$ cat config.mk
export PLATFORM = sky130hd
export DESIGN_NAME = sfa_queue
export DESIGN_NICKNAME = d
export VERILOG_FILES = /design/src/rtl/core/structure_factor_accumulator_top_macros.svh /design/src/rtl/core/sfa_pkg.sv /design/src/rtl/core/sfa_queue.sv
export SDC_FILE = /design/constraint.sdc
export NUM_CORES = 1
export LEC_CHECK = 0
export BUFFER_PORTS_ARGS = -buffer_cell sky130_fd_sc_hd__clkbuf_2
export CAP_MARGIN = 30
export CORE_MARGIN = 2
export CORE_UTILIZATION = 40
export DETAILED_ROUTE_END_ITERATION = 7
export GPL_ROUTABILITY_DRIVEN = 1
export HOLD_SLACK_MARGIN = 0.05
export SKIP_LAST_GASP = 1
export SLEW_MARGIN = 10
export SYNTH_ARGS = -nofsm -noshare
export SYNTH_HDL_FRONTEND = slang
export SYNTH_SLANG_ARGS = --single-unit
$ cat constraint.sdc
create_clock -name clk_i -period 2.1 [get_ports clk_i]
set_clock_uncertainty 0.1 [all_clocks]
set_input_delay 0.105 -clock clk_i [delete_from_list [all_inputs] [get_ports clk_i]]
set_output_delay 0.105 -clock clk_i [all_outputs]
set_load 0.02 [all_outputs]
$ cat src/rtl/core/structure_factor_accumulator_top_macros.svh
// Assertion macros for the structure factor accumulator.
// Used by sfa_back; no other dependencies.
`ifndef STRUCTURE_FACTOR_ACCUMULATOR_TOP_MACROS_SVH
`define STRUCTURE_FACTOR_ACCUMULATOR_TOP_MACROS_SVH
`ifndef SYNTHESIS
`define SFA_ASSERT(lbl, prop, msg) \
  lbl: assert property (@(posedge clk_i) disable iff (!rst_ni) prop) else $error(msg);
`define SFA_ASSERT_NEXT(lbl, pre, post, msg) \
  lbl: assert property (@(posedge clk_i) disable iff (!rst_ni) (pre) |=> (post)) \
    else $error(msg);
`else
`define SFA_ASSERT(lbl, prop, msg)
`define SFA_ASSERT_NEXT(lbl, pre, post, msg)
`endif
`endif

$ cat src/rtl/core/sfa_pkg.sv
// Package for the structure factor accumulator: constants, types, sine-table entry function.
// No dependencies.
package sfa_pkg;
  localparam int unsigned MaxAtoms   = 4096;
  localparam int unsigned MaxFrames  = 65536;
  localparam int unsigned TableDepth = 1024;
  localparam int unsigned QueueDepth = 4;

  localparam logic [1:0] RegWaveX = 2'd0;
  localparam logic [1:0] RegWaveY = 2'd1;
  localparam logic [1:0] RegWaveZ = 2'd2;

  localparam logic [63:0] HalfPiQ30 = 64'd1686629713;

  // one accepted beat after phase lookup
  typedef struct packed {
    logic signed [16:0] cos_v;
    logic signed [16:0] sin_v;
    logic               summed;
    logic               end_atom;
    logic               end_frame;
  } sfa_item_t;

  typedef struct packed {
    logic        valid;
    logic [27:0] value;
    logic        sat;
  } sfa_res_t;

  function automatic logic [15:0] sine_entry(int unsigned k, int unsigned depth);
    logic [63:0] x;
    logic [63:0] x2;
    logic [63:0] term;
    longint      sum;
    logic [63:0] r;
    x = (HalfPiQ30 * 64'(k)) / 64'(depth);
    x2 = (x * x) >> 30;
    term = x;
    sum = longint'(x);
    for (int n = 1; n <= 7; n++) begin
      term = ((term * x2) >> 30) / 64'((2 * n) * (2 * n + 1));
      if (n % 2 == 1) sum = sum - longint'(term);
      else sum = sum + longint'(term);
    end
    if (sum < 0) sum = 0;
    r = (64'(sum) + 64'd16384) >> 15;
    return (r > 64'd32767) ? 16'd32767 : r[15:0];
  endfunction
endpackage

$ cat src/rtl/core/sfa_queue.sv
// Short FIFO between front and back ends.
// Depends on sfa_pkg.
module sfa_queue #(
  parameter int unsigned DEPTH = sfa_pkg::QueueDepth
) (
  input  logic               clk_i,
  input  logic               rst_ni,
  input  logic               wr_valid_i,
  output logic               wr_stall_o,
  input  sfa_pkg::sfa_item_t wr_data_i,
  output logic               rd_valid_o,
  input  logic               rd_stall_i,
  output sfa_pkg::sfa_item_t rd_data_o
);
  localparam int unsigned PW = $clog2(DEPTH);
  sfa_pkg::sfa_item_t mem_q [DEPTH];
  logic [PW-1:0] wp_q, rp_q;
  logic [PW:0]   cnt_q;
  logic wr, rd;

  assign wr_stall_o = cnt_q == (PW+1)'(DEPTH);
  assign rd_valid_o = cnt_q != '0;
  assign rd_data_o  = mem_q[rp_q];
  assign wr = wr_valid_i && !wr_stall_o;
  assign rd = rd_valid_o && !rd_stall_i;

  always_ff @(posedge clk_i or negedge rst_ni) begin
    if (!rst_ni) begin
      wp_q <= '0;
      rp_q <= '0;
      cnt_q <= '0;
    end else begin
      if (wr) wp_q <= (wp_q == PW'(DEPTH - 1)) ? '0 : wp_q + 1'b1;
      if (rd) rp_q <= (rp_q == PW'(DEPTH - 1)) ? '0 : rp_q + 1'b1;
      cnt_q <= cnt_q + (PW+1)'(wr) - (PW+1)'(rd);
    end
  end

  always_ff @(posedge clk_i) begin
    if (wr) mem_q[wp_q] <= wr_data_i;
  end
endmodule

After elaboration in Yosys (flattened, before gate mapping)
Memory sizes are Yosys's and may differ from the RTL's. Index checks and enable logic that the tools add are counted.

Bitwise gates (word level): 0. Multipliers: 0. Div/mod/pow operators: 0. Equal/unequal tests: 3. $add $sub $neg: 4. Shifts and indexed selects: 0. Muxes and demuxes: 4. $lt $le $gt $ge: 0. Reduce and logical (&&, ||, !) cells: 5.

Operator list (number): 2-bit by 1-bit adder with 2-bit output (second input constant) (2); 2-bit == test (second input constant) (2); 2-bit 2-to-1 mux (2); 3-bit by 1-bit adder with 3-bit output (1); 3-bit == test (second input constant) (1); 3-bit nonzero test (1); 3-bit by 1-bit subtractor with 3-bit output (1); 1-bit logical AND (2); 1-bit zero test (2); 1-bit 2-to-1 mux (2).

Bits in latches: 0. Register bits: 7. Input bits: 41. Memory bits (read-only): 0. Output and inout bits: 39. RAM bits: 148. Memories kept: 1. Logic and storage cells: 20.

Memories: mem_q (depth 4, bits a word 37, rd ports 1, clocked after memory_dff 0, write ports 1, RTL line sfa_queue.sv:16) `sfa_pkg::sfa_item_t mem_q [DEPTH];`.

Logic depth before layout (Yosys ltp)
Depth after elaboration: 5. Depth in mapped cells: 9. Gate-level depth less buffers: 9.

Worst setup path after synthesis
No wires, ideal clock.

Kind: flip-flop to flip-flop. From: register cnt_q[1]. To: register cnt_q[2]. Buffers on the path: 0. Clock period less this slack: 2.214 ns. Required time: 1.875 ns. Slack: -0.114 ns. Arrival time: 1.989 ns. Library setup time: 0.125 ns. Cell stages (with the launch flop): 10. Cell sequence: dfrtp_1 -> or3b_4 -> nand2_2 -> ha_1 -> inv_1 -> ha_1 -> inv_1 -> fa_1 -> xnor2_1 -> xnor2_1.

Cells in the longest elaborated chain, start to end: 5. Elaborated cells on any way between the ends: 7. Those cells by class: add/sub: 2; eq/ne: 1; reduce/logical: 4.

RTL lines: start, declared (RTL line sfa_queue.sv:18) `logic [PW:0] cnt_q;`; start signal, assigned (RTL line sfa_queue.sv:35) `cnt_q <= cnt_q + (PW+1)'(wr) - (PW+1)'(rd);`; 3-bit == test (RTL line sfa_queue.sv:21) `assign wr_stall_o = cnt_q == (PW+1)'(DEPTH);`; 1-bit zero test (RTL line sfa_queue.sv:24) `assign wr = wr_valid_i && !wr_stall_o;`; 1-bit logical AND (RTL line sfa_queue.sv:24); 3-bit by 1-bit adder with 3-bit output (RTL line sfa_queue.sv:35); 3-bit by 1-bit subtractor with 3-bit output * (RTL line sfa_queue.sv:35).

Mark *: on every way between the ends. The rest lies on a longest branch, timed or not. A chain may end at the register's enable or synchronous reset.

Worst setup path after layout
From: register cnt_q[0]. To: register cnt_q[2].

Same word-level chain as after synthesis.

==> impl_results.md <==
- Outcome: complete, but fails checks
- Violated checks: setup timing
- Max Clk Rate: 0.470 GHz
- Grt ovf: 0
- # DRC: 0
- Layout cell share with drive strength beyond 1: 0.459
- Gate Count Post-Synth: 231
- Relative slew slack: 0.759
- Inserted Clock Buffers: 17
- Total wire length: 10300 um
- DRT Pass-1 Iters: 4
- Initial antenna violation count: 1
- Yosys warning count: 0
- Ranking of synthesized cells by area: edfxtp_1 77%, mux4_2 14%, dfrtp_1 3.0%
- Count of input and output buffers: 79
- Count of pins over their slew limit: 0
- I/O pins: 80
- Post-layout util: 0.543
- DP HPWL: 6020 um
- Syn Nets: 280
- Root Driver: clkbuf_16
- Area delta synth->final: 31.9%
- Clock H-tree levels: 4
- Met2 usage: 0.239
- Pin count of the biggest net entering global routing: 38
- Startpoint Class: flop
- Post-Syn Area per Cell: 24.9 um2
- Endpoints failing setup: 1
- Cell area after synthesis: 5760 um2
- CP endpoint kind: flop
- Worst skew pair latency: 0.41 ns
- Number of placement rows: 43
- DRT iter0 DRCs: 138
- Commonest non-fill, non-tap cell in the layout: edfxtp_1
- Post-DR wirelength/cell: 17.9 um
- Fillers: 1122
- Final hold vios: 0
- Die width: 124 um
- PwrDens: 1440 nW/um2
- Largest area contributor in the netlist: edfxtp_1
- RD Place Congestion: 0.770
- Global-route wire length before repair: 15800 um
- Max clock buf depth: 2
- CP Data Arrival Time: 2.33 ns
- Pre-CTS WS: -0.0803 ns
- Slew @ Worst Pin: 0.361 ns
- Final net count: 430
- Vias per cell: 4.90
- Final worst-path cycle share: 1.01
- Worst Hold Class: input port to flop
- Core area: 14000 um2
- Crit path max fanout: 3
- TNS Setup: -0.0289 ns
- Sequential share of the synthesized area: 0.802
- Multi-input logic area: 1110 um2
- Initial Util: 0.412
- Minimum hold slack: 0.198 ns
- Register area: 4620 um2
- Most frequent cells in the layout: 148 x edfxtp_1, 79 x clkbuf_2, 40 x dlygate4sd3_1
- Die area: 15400 um2
- Leak: 2.72 nW
- Yosys reg bits: 155
- Overall power: 10.9 mW
- Peak VDD IR: 0.872 mV
- Synth unique cells: 19
- Fin worst setup slack: -0.0289 ns
- CTS tree: built
- Fin crit period: 2.13 ns
- DR vias: 2820
- Grt peak-use layer: met2
- Sink Count: 155
- Grt met1 use: 0.184
- Critical path type: flop to flop
- CP required: 2.30 ns
- Synth top area share: 0.771
- GRT Total Usage: 0.148
- Clock-pin slew on the worst setup and hold paths: 0.06 ns
- RSZ-0062 raised after global routing: yes
- Chip Height: 124 um
- Antenna-violating nets left: 0
- Met3 Usage GRT: 0.0485
- Vias in the first global route: 2978
- Maxcap violations: 0
-- where the power goes --
| group | internal, mW | switching, mW |
|---|---|---|
| clock | 1.85 | 1.13 |
| combinational | 1.66 | 1.99 |
| sequential | 4.10 | 0.191 |
-- final cells by class --
type                    instances  area share
inverters                       7     0.00379
flip-flops and latches        155       0.608
repair buffers                139       0.136
well taps                     180      0.0296
multi-input cells              61       0.146
clock inverters                14      0.0202
diodes                          1    0.000329
clock buffers                  18      0.0565
-- repair_timing --
| item | in CTS | in global routing |
|---|---|---|
| pin swaps | 7 | 6 |
| buffers inserted | 5 | 1 |
| gates resized for setup | 7 | 2 |
| setup endpoints to repair | 34 | 2 |
| hold endpoints to repair | 157 | 0 |
| hold buffers | 40 | 0 |
-- worst paths after layout --
kind                                           from                   to  slack (ns)  depth (start not counted)
worst min register to register  wp_q[1]$_DFFE_PN0P_  wp_q[1]$_DFFE_PN0P_        0.47                          1
worst min-delay path                     wr_valid_i   cnt_q[0]$_DFF_PN0_        0.20                          5
min in group asynchronous                    rst_ni   cnt_q[1]$_DFF_PN0_        0.57                          3
max in group asynchronous                    rst_ni  rp_q[1]$_DFFE_PN0P_        1.05                          3
worst max register to register   cnt_q[0]$_DFF_PN0_   cnt_q[2]$_DFF_PN0_       -0.03                          9
worst max-delay path             cnt_q[0]$_DFF_PN0_   cnt_q[2]$_DFF_PN0_       -0.03                          9
-- worst max-delay path, cell delays in order (launching register included) --
cell and delay [ns]:
dfrtp_1 0.40, or3b_4 0.42, nand2_4 0.08, ha_4 0.20, inv_4 0.05, ha_4 0.12
inv_2 0.03, fa_2 0.35, xnor2_2 0.15, xnor2_1 0.12
-- cells in the mapped netlist --
cell type and count:
edfxtp_1 148, xnor2_1 2, inv_1 7, o41ai_1 1
fa_1 1, nand2_2 1, nor2_1 2, and3_1 4
o21ai_0 1, clkbuf_1 1, or3b_4 1, nor3_1 1
mux2_2 3, buf_6 2, buf_4 2, dfrtp_1 7
buf_2 3, ha_1 7, mux4_2 37
-- per-layer routing --
metal	part of all wire	routed length, um
met5	0	0
met4	0.011	117
met3	0.056	574
met2	0.51	5300
met1	0.42	4320
-- stage by stage --
stage / area [um2] / instances
global placement: 6530 / 496
global route: 7600 / 575
finish: 7600 / 575
CTS: 7590 / 573
detailed placement: 6530 / 496
floorplan: 5770 / 231
-- cells by family (layout without fill, tap and decap cells) --
logic type,count (synthesis),count (layout),share of synthesized area
flops,155,155,0.802
buf+inv,15,178,0.0143
mux,40,40,0.150
simple gates,9,9,0.00955
xor+xnor,2,2,0.00304
fa+ha+maj,8,8,0.0187
other cells,0,1,0
compound gates,2,2,0.00239
-- state kept, by name, summed over array words and instances, names as in the netlist --
| register | flops |
|---|---|
| cnt_q | 3 |
| rp_q | 2 |
| wp_q | 2 |
| mem_q | 148 |
Power figures use the tool's default switching activity.
